## src/hw/rtl/warc_pkg.sv

```systemverilog
// shared types, register indexes and constants of the wing angle ramp controller
// no dependencies
`timescale 1ns / 1ps
`default_nettype none

package warc_pkg;

  localparam int unsigned APB_ADDR_W = 5;
  localparam int unsigned APB_DATA_W = 32;
  localparam int unsigned REG_IDX_W  = 3;

  localparam logic [REG_IDX_W-1:0] REG_PEDAL_HIGH   = 3'd0;
  localparam logic [REG_IDX_W-1:0] REG_PEDAL_LOW    = 3'd1;
  localparam logic [REG_IDX_W-1:0] REG_ANGLE_INC    = 3'd2;
  localparam logic [REG_IDX_W-1:0] REG_OPEN_ANGLE   = 3'd3;
  localparam logic [REG_IDX_W-1:0] REG_CLOSED_ANGLE = 3'd4;
  localparam logic [REG_IDX_W-1:0] REG_START_ANGLE  = 3'd5;
  localparam logic [REG_IDX_W-1:0] REG_BACKOFF      = 3'd6;

  localparam logic [11:0] PEDAL_HIGH_RST   = 12'd2048;
  localparam logic [11:0] PEDAL_LOW_RST    = 12'd1024;
  localparam logic [11:0] ANGLE_INC_RST    = 12'd16;
  localparam logic [12:0] OPEN_ANGLE_RST   = 13'd320;
  localparam logic [12:0] CLOSED_ANGLE_RST = 13'h1EC0;  // -320
  localparam logic [12:0] START_ANGLE_RST  = 13'd0;
  localparam logic [12:0] BACKOFF_RST      = 13'd0;

  localparam logic [2:0] MODE_OPEN_STEADY   = 3'd0;
  localparam logic [2:0] MODE_OPEN_MOVING   = 3'd1;
  localparam logic [2:0] MODE_CLOSED_STEADY = 3'd2;
  localparam logic [2:0] MODE_CLOSED_MOVING = 3'd3;
  localparam logic [2:0] MODE_STALL         = 3'd4;

  // angle code: (t + 2880) * 8 / 45, with /45 done as a reciprocal multiply
  localparam logic signed [13:0] ANGLE_BIAS = 14'sd2880;
  localparam logic [16:0]        DIV45_RECIP = 17'd93207;  // ceil(2^22 / 45)
  localparam int unsigned        DIV45_SHIFT = 19;         // 22 minus the times-8

  localparam logic signed [14:0] SERVO_MAX = 15'sd8191;

  typedef struct packed {
    logic [11:0] pedal_high_threshold;
    logic [11:0] pedal_low_threshold;
    logic [11:0] angle_increment;
    logic [12:0] open_angle;
    logic [12:0] closed_angle;
    logic [12:0] start_angle;
    logic [12:0] backoff_offset;
  } cfg_t;

endpackage

`default_nettype wire

```

## src/hw/rtl/warc_cfg_regs.sv

```systemverilog
// apb configuration registers of the wing angle ramp controller
// depends on warc_pkg
`timescale 1ns / 1ps
`default_nettype none

module warc_cfg_regs (
  input  wire logic                             clk,
  input  wire logic                             rst,
  input  wire logic                             psel,
  input  wire logic                             penable,
  input  wire logic                             pwrite,
  input  wire logic [warc_pkg::APB_ADDR_W-1:0]  paddr,
  input  wire logic [warc_pkg::APB_DATA_W-1:0]  pwdata,
  output logic      [warc_pkg::APB_DATA_W-1:0]  prdata,
  output warc_pkg::cfg_t                        cfg
);

  logic                              wr_en;
  logic [warc_pkg::REG_IDX_W-1:0]    idx;
  warc_pkg::cfg_t                    regs;

  assign wr_en = psel && penable && pwrite;
  assign idx   = paddr[warc_pkg::APB_ADDR_W-1:2];
  assign cfg   = regs;

  always_ff @(posedge clk) begin
    if (rst) begin
      regs.pedal_high_threshold <= warc_pkg::PEDAL_HIGH_RST;
      regs.pedal_low_threshold  <= warc_pkg::PEDAL_LOW_RST;
      regs.angle_increment      <= warc_pkg::ANGLE_INC_RST;
      regs.open_angle           <= warc_pkg::OPEN_ANGLE_RST;
      regs.closed_angle         <= warc_pkg::CLOSED_ANGLE_RST;
      regs.start_angle          <= warc_pkg::START_ANGLE_RST;
      regs.backoff_offset       <= warc_pkg::BACKOFF_RST;
    end else if (wr_en) begin
      case (idx)
        warc_pkg::REG_PEDAL_HIGH:   regs.pedal_high_threshold <= pwdata[11:0];
        warc_pkg::REG_PEDAL_LOW:    regs.pedal_low_threshold  <= pwdata[11:0];
        warc_pkg::REG_ANGLE_INC:    regs.angle_increment      <= pwdata[11:0];
        warc_pkg::REG_OPEN_ANGLE:   regs.open_angle           <= pwdata[12:0];
        warc_pkg::REG_CLOSED_ANGLE: regs.closed_angle         <= pwdata[12:0];
        warc_pkg::REG_START_ANGLE:  regs.start_angle          <= pwdata[12:0];
        warc_pkg::REG_BACKOFF:      regs.backoff_offset       <= pwdata[12:0];
        default: ;
      endcase
    end
  end

  always_comb begin
    prdata = '0;
    case (idx)
      warc_pkg::REG_PEDAL_HIGH:   prdata = {20'd0, regs.pedal_high_threshold};
      warc_pkg::REG_PEDAL_LOW:    prdata = {20'd0, regs.pedal_low_threshold};
      warc_pkg::REG_ANGLE_INC:    prdata = {20'd0, regs.angle_increment};
      warc_pkg::REG_OPEN_ANGLE:   prdata = {{19{regs.open_angle[12]}}, regs.open_angle};
      warc_pkg::REG_CLOSED_ANGLE: prdata = {{19{regs.closed_angle[12]}}, regs.closed_angle};
      warc_pkg::REG_START_ANGLE:  prdata = {{19{regs.start_angle[12]}}, regs.start_angle};
      warc_pkg::REG_BACKOFF:      prdata = {19'd0, regs.backoff_offset};
      default:                    prdata = '0;
    endcase
  end

endmodule

`default_nettype wire

```

## src/hw/rtl/warc_ramp_core.sv

```systemverilog
// control state and per-item logic: hysteresis, status word, ramp, clamp, stall backoff
// depends on warc_pkg
`timescale 1ns / 1ps
`default_nettype none

module warc_ramp_core (
  input  wire logic           clk,
  input  wire logic           rst,
  input  wire logic           step,
  input  wire logic [11:0]    pedal_raw,
  input  wire logic           stall_detected,
  input  wire logic [1:0]     memory_status,
  input  wire warc_pkg::cfg_t cfg,
  output logic signed [13:0]  servo_angle,
  output logic [15:0]         status_word
);

  logic               wing_open;
  logic signed [12:0] target_angle;
  logic [2:0]         motion_mode;
  logic               stall_latched;

  logic               wing_open_next;
  logic signed [12:0] target_angle_next;
  logic [2:0]         motion_mode_next;
  logic               stall_latched_next;

  logic signed [14:0] tgt_w;
  logic signed [14:0] inc_w;
  logic signed [14:0] off_w;
  logic signed [14:0] open_w;
  logic signed [14:0] closed_w;
  logic signed [14:0] up_sum;
  logic signed [14:0] down_sum;
  logic signed [14:0] backoff;
  logic signed [14:0] backoff_floor;
  logic signed [14:0] backoff_sat;

  logic signed [13:0] biased;
  logic               biased_neg;
  logic [12:0]        biased_mag;
  logic [29:0]        recip_prod;
  logic [10:0]        quot;
  logic [9:0]         code;

  // angle code of the current target
  always_comb begin
    biased     = 14'(tgt_w) + warc_pkg::ANGLE_BIAS;
    biased_neg = biased[13];
    biased_mag = biased_neg ? 13'(-biased) : biased[12:0];
    recip_prod = 30'(biased_mag) * 30'(warc_pkg::DIV45_RECIP);
    quot       = recip_prod[warc_pkg::DIV45_SHIFT +: 11];
    code       = biased_neg ? 10'(-quot) : quot[9:0];
  end

  always_comb begin
    tgt_w    = 15'(target_angle);
    inc_w    = $signed({3'b000, cfg.angle_increment});
    off_w    = $signed({2'b00, cfg.backoff_offset});
    open_w   = 15'($signed(cfg.open_angle));
    closed_w = 15'($signed(cfg.closed_angle));
    up_sum   = tgt_w + inc_w;
    down_sum = tgt_w - inc_w;

    if (motion_mode == warc_pkg::MODE_OPEN_MOVING || motion_mode == warc_pkg::MODE_OPEN_STEADY) begin
      backoff = tgt_w - off_w;
    end else begin
      backoff = tgt_w + off_w;
    end
    backoff_floor = (backoff < closed_w) ? closed_w : backoff;
    backoff_sat   = (backoff_floor > warc_pkg::SERVO_MAX) ? warc_pkg::SERVO_MAX : backoff_floor;

    if (!wing_open && pedal_raw >= cfg.pedal_high_threshold) begin
      wing_open_next = 1'b1;
    end else if (wing_open && pedal_raw <= cfg.pedal_low_threshold) begin
      wing_open_next = 1'b0;
    end else begin
      wing_open_next = wing_open;
    end

    status_word = {stall_latched, memory_status, motion_mode, code};

    target_angle_next  = target_angle;
    stall_latched_next = stall_latched;
    motion_mode_next   = motion_mode;
    if (stall_latched) begin
      motion_mode_next = warc_pkg::MODE_STALL;
      servo_angle      = backoff_sat[13:0];
    end else begin
      stall_latched_next = stall_detected;
      if (wing_open_next) begin
        if (up_sum > open_w) begin
          target_angle_next = cfg.open_angle;
          motion_mode_next  = warc_pkg::MODE_OPEN_STEADY;
        end else begin
          target_angle_next = up_sum[12:0];
          motion_mode_next  = warc_pkg::MODE_OPEN_MOVING;
        end
      end else begin
        if (down_sum < closed_w) begin
          target_angle_next = cfg.closed_angle;
          motion_mode_next  = warc_pkg::MODE_CLOSED_STEADY;
        end else begin
          target_angle_next = down_sum[12:0];
          motion_mode_next  = warc_pkg::MODE_CLOSED_MOVING;
        end
      end
      servo_angle = 14'(target_angle_next);
    end
  end

  always_ff @(posedge clk) begin
    if (rst) begin
      wing_open     <= 1'b0;
      target_angle  <= warc_pkg::START_ANGLE_RST;
      motion_mode   <= warc_pkg::MODE_OPEN_STEADY;
      stall_latched <= 1'b0;
    end else if (step) begin
      wing_open     <= wing_open_next;
      target_angle  <= target_angle_next;
      motion_mode   <= motion_mode_next;
      stall_latched <= stall_latched_next;
    end
  end

`ifndef SYNTHESIS
  a_latch_holds: assert property (@(posedge clk) disable iff (rst)
    stall_latched |=> stall_latched)
    else $error("stall latch cleared without reset");
  a_target_frozen: assert property (@(posedge clk) disable iff (rst)
    stall_latched |=> $stable(target_angle))
    else $error("target moved while stalled");
  a_stall_mode: assert property (@(posedge clk) disable iff (rst)
    (step && stall_latched) |=> motion_mode == warc_pkg::MODE_STALL)
    else $error("mode not stall after latched item");
  a_open_clamp: assert property (@(posedge clk) disable iff (rst)
    (step && !stall_latched && wing_open_next)
      |=> target_angle <= $signed($past(cfg.open_angle)))
    else $error("target above open angle");
`endif

endmodule

`default_nettype wire

```

## src/hw/rtl/wing_angle_ramp_controller.sv

```systemverilog
// Wing angle ramp controller. Takes one item per clock cycle when the result side keeps up.
// Each item passes an input register, then the ramp logic (hysteresis, angle code with one
// reciprocal multiply, ramp and clamp) in a single pass, then the result register. The input
// register takes one more item while a result waits to be taken. Angles are signed sixteenths
// of a degree; the stall latch only clears on reset. The user writes registers over the APB
// port only while no item is in flight; the block itself does not enforce this.
// depends on warc_pkg, warc_cfg_regs, warc_ramp_core
`timescale 1ns / 1ps
`default_nettype none

module wing_angle_ramp_controller (
  input  wire logic                             clk,
  input  wire logic                             rst,
  input  wire logic                             s_tvalid,
  output logic                                  s_tready,
  input  wire logic [15:0]                      s_tdata,   // pedal_raw, memory_status
  input  wire logic                             s_tuser,   // stall_detected
  output logic                                  m_tvalid,
  input  wire logic                             m_tready,
  output logic [31:0]                           m_tdata,   // servo_angle, status_word
  input  wire logic                             psel,
  input  wire logic                             penable,
  input  wire logic                             pwrite,
  input  wire logic [warc_pkg::APB_ADDR_W-1:0]  paddr,
  input  wire logic [warc_pkg::APB_DATA_W-1:0]  pwdata,
  output logic      [warc_pkg::APB_DATA_W-1:0]  prdata,
  output logic                                  pready
);

  warc_pkg::cfg_t     cfg;
  logic               in_valid;
  logic [11:0]        in_pedal;
  logic               in_stall;
  logic [1:0]         in_mem;
  logic               advance;
  logic               s_accept;
  logic signed [13:0] core_servo;
  logic [15:0]        core_status;
  logic signed [13:0] out_servo;
  logic [15:0]        out_status;

  assign pready   = 1'b1;
  assign advance  = in_valid && (!m_tvalid || m_tready);
  assign s_tready = !in_valid || advance;
  assign s_accept = s_tvalid && s_tready;
  assign m_tdata  = {2'b00, out_status, out_servo};

  warc_cfg_regs u_cfg (
    .clk     (clk),
    .rst     (rst),
    .psel    (psel),
    .penable (penable),
    .pwrite  (pwrite),
    .paddr   (paddr),
    .pwdata  (pwdata),
    .prdata  (prdata),
    .cfg     (cfg)
  );

  warc_ramp_core u_core (
    .clk            (clk),
    .rst            (rst),
    .step           (advance),
    .pedal_raw      (in_pedal),
    .stall_detected (in_stall),
    .memory_status  (in_mem),
    .cfg            (cfg),
    .servo_angle    (core_servo),
    .status_word    (core_status)
  );

  always_ff @(posedge clk) begin
    if (rst) begin
      in_valid <= 1'b0;
      m_tvalid <= 1'b0;
    end else begin
      if (s_accept) begin
        in_valid <= 1'b1;
      end else if (advance) begin
        in_valid <= 1'b0;
      end
      if (advance) begin
        m_tvalid <= 1'b1;
      end else if (m_tready) begin
        m_tvalid <= 1'b0;
      end
    end
    if (s_accept) begin
      in_pedal <= s_tdata[11:0];
      in_mem   <= s_tdata[13:12];
      in_stall <= s_tuser;
    end
    if (advance) begin
      out_servo  <= core_servo;
      out_status <= core_status;
    end
  end

endmodule

`default_nettype wire
```

## config.mk

```make
export PLATFORM = sky130hd
export DESIGN_NAME = wing_angle_ramp_controller
export DESIGN_NICKNAME = d
export VERILOG_FILES = /design/src/hw/rtl/warc_pkg.sv /design/src/hw/rtl/warc_cfg_regs.sv /design/src/hw/rtl/warc_ramp_core.sv /design/src/hw/rtl/wing_angle_ramp_controller.sv
export SDC_FILE = /design/constraint.sdc
export NUM_CORES = 1
export LEC_CHECK = 0
export ABC_AREA = 1
export BUFFER_PORTS_ARGS = -buffer_cell sky130_fd_sc_hd__buf_2
export CORE_ASPECT_RATIO = 0.8
export CORE_MARGIN = 2
export CORE_UTILIZATION = 55
export DETAILED_ROUTE_END_ITERATION = 12
export PLACE_DENSITY_LB_ADDON = 0.08
export SYNTH_ARGS = -nofsm -noshare
export SYNTH_HDL_FRONTEND = slang
export SYNTH_SLANG_ARGS = --single-unit
```

## constraint.sdc

```tcl
create_clock -name clk -period 8.2 [get_ports clk]
set_input_delay 0.41 -clock clk [delete_from_list [all_inputs] [get_ports clk]]
set_output_delay 0.41 -clock clk [all_outputs]
set_load 0.05 [all_outputs]
```

==> impl_metrics.env <==
export IMPL_status="completed"
export IMPL_place_area_um2=16000
export IMPL_worst_path_most_repeated_cell="nand2_1"
export IMPL_finalHoldViolations=0
export IMPL_synthMuxAreaShare_pct=0
export IMPL_final_max_slew_viol_count=0
export IMPL_synth_xor_area_share_pct=3.53
export IMPL_grt_total_usage_pct=33.9
export IMPL_synth_top_family_by_area="adder cells"
export IMPL_critPathSlowestCell="dfxtp_1"
export IMPL_drive_gt1_share_pct=9.56
export IMPL_final_common_cell="nand2_1"
export IMPL_grt_ovfl_total=0
export IMPL_drv_cap=0
export IMPL_max_slew_margin_pct=15.1
export IMPL_die_w_um=191
export IMPL_dp_hpwl_um=39000
export IMPL_fin_skew_ps=14.0
export IMPL_rsz0062_at_grt="false"
export IMPL_synth_simple_area_share_pct=23.1
export IMPL_root_buffer="clkbuf_16"
export IMPL_worst_hold_path_type="primary input to flop"
export IMPL_cts_tree="yes"
export IMPL_ant_nets=0
export IMPL_mostFrequentLayoutCells="nand2_1, inv_1, ha_1"
export IMPL_worst_setup_path_type="flop to flop"
export IMPL_ys_seq_area_share_pct=22.9
export IMPL_end_kind="flop"
export IMPL_start_util_pct=56.1
export IMPL_grt_pass1_wl_um=75200
export IMPL_vias_per_cell=5.54
export IMPL_antenna_found_initial=0
export IMPL_yosys_register_bits=153
export IMPL_synth_cells=2137
export IMPL_synth_compound_area_share_pct=12.6
export IMPL_critical_path_max_stage_delay_ps=660
export IMPL_place_congestion=1.00
export IMPL_tightest_slew_ps=1270
export IMPL_synthDistinctLibCells=57
export IMPL_antenna_cells_inserted=0
export IMPL_drtIter0Drc=1525
export IMPL_cts_made_buffers=17
export IMPL_crit_path_max_fanout=9
export IMPL_port_buffer_count=101
export IMPL_grt_max_degree=84
export IMPL_postCtsSetupRepairBufs=0
export IMPL_holdBufCountCts=0
export IMPL_num_rows=54
export IMPL_routed_wl_um=48400
export IMPL_cp_start_kind="flop"
export IMPL_grt_pass1_vias=13365
export IMPL_finalSetupTns_ps=0
export IMPL_period_needed_ps=7010
export IMPL_fmax_mhz=143
export IMPL_cts_reportedPaths_clkPinSlew_ps=70
export IMPL_finalCritPeriodShare_pct=85.5
export IMPL_wl_per_cell_um=18.8
export IMPL_syn_avg_cell_area_um2=7.19
export IMPL_drc=0
export IMPL_htree_levels=4
export IMPL_stdcell_area_um2=16600
export IMPL_clock_sinks=153
export IMPL_cts_buffer_depth=2
export IMPL_vias=14238
export IMPL_boundaryPins=128
export IMPL_dieHeight_um=153
export IMPL_cts_resized_gates=0
export IMPL_drt_pass1_iter_count=6
export IMPL_area_growth_pct=7.84
export IMPL_clk_insertion_delay_late_ps=450
export IMPL_synth_warnings=0
export IMPL_required_ps=8400
export IMPL_dieArea_um2=29300
export IMPL_syn_cell_area_um2=15400
export IMPL_critPathArrivalTime_ps=7210
export IMPL_coreArea_um2=27400
export IMPL_synth_adder_area_share_pct=24.7
export IMPL_nets=2522
export IMPL_setup_viol=0
-- layer usage --
metal	GRT usage, %	share of wire, %
met5	0	0
met4	6.90	1.8
met3	8.52	11
met2	46.2	38
met1	52.9	49
-- worst max-delay path, delay by kind of cell, from the launching register on --
family | cells | cell delay, ps
AOI/OAI and AO/OA | 3 | 570
xor gates and xnor gates | 1 | 430
adders and majority gates | 7 | 2820
buffers and inverters | 10 | 1050
DFF | 1 | 660
and+or+nand+nor | 15 | 1230
-- synth_stat cells (all sizes together) --
cell type | number | area [µm²]
o21a | 3 | 22.5
a21oi | 147 | 739
ha | 204 | 2550
fa | 62 | 1240
nor3 | 24 | 169
xnor2 | 10 | 87.6
o211ai | 7 | 52.6
nand3b | 5 | 41.3
o31ai | 1 | 7.51
a21o | 5 | 37.5
clkbuf | 28 | 106
nor2 | 125 | 504
and3 | 1 | 6.26
o21bai | 5 | 37.5
o22ai | 17 | 106
and2 | 1 | 6.26
edfxtp | 45 | 1350
buf | 42 | 305
nor4 | 3 | 40.0
xor2 | 51 | 454
inv | 425 | 1600
a31oi | 6 | 37.5
a211oi | 1 | 12.5
conb | 2 | 7.51
nand2 | 477 | 1850
clkinv | 1 | 3.75
o21ai | 139 | 703
nand4 | 18 | 119
a21boi | 3 | 26.3
a32o | 1 | 10.0
or2 | 3 | 18.8
a2111o | 2 | 22.5
dfxtp | 108 | 2160
o2111ai | 4 | 35.0
nand3 | 151 | 801
a221oi | 10 | 87.6
-- cell families (layout without fill, tap and decap cells) --
logic type      after synthesis  count (layout)
compound gates              351             351
xor+xnor                     61              61
other cells                   2               3
simple gates                808             808
buf+inv                     496             566
fa+ha+maj                   266             266
flops                       153             153
-- final timing paths --
path                                       start                       end  slack, ps  cells past startpoint
max reg2reg  u_core.target_angle[7]$_SDFFE_PP0P_   out_status[8]$_DFFE_PP_       1190                     36
min                                   s_tdata[3]     in_pedal[3]$_DFFE_PP_        140                      1
min reg2reg                  in_mem[1]$_DFFE_PP_  out_status[14]$_DFFE_PP_        420                      0
max          u_core.target_angle[7]$_SDFFE_PP0P_   out_status[8]$_DFFE_PP_       1190                     36
-- through the flow --
stage | util, % | std cells | hold slack [ps] | setup WS [ps]
after floorplan | - | 2138 | 400 | 2220
after global placement | 58.3 | 2540 | 401 | 1360
after detailed placement | 58.3 | 2540 | 406 | 1250
after CTS | 60.5 | 2572 | 128 | 1240
after global routing | 60.5 | 2572 | 123 | 739
final | 60.5 | 2572 | 137 | 1190
-- registers in the layout, summed over array words and instances, names as in the netlist --
signal,flops
u_core.target_angle,13
in_valid,1
u_core.stall_latched,1
in_stall,1
u_core.motion_mode,3
u_core.wing_open,1
out_servo,14
out_status,16
in_mem,2
in_pedal,12
m_tvalid,1
u_cfg.cfg,88
-- final cells by class --
class / count / area (µm²)
fillers: 2579 / 10800
multi-input cells: 1489 / 9840
flip-flops and latches: 153 / 3510
inverters: 426 / 1600
repair buffers: 108 / 558
well taps: 364 / 455
clock buffers: 18 / 439
clock inverters: 14 / 160
Power is left out: the tool's default activity adds up to more than one toggle a clock period on the data nets, which glitch-free logic cannot reach.
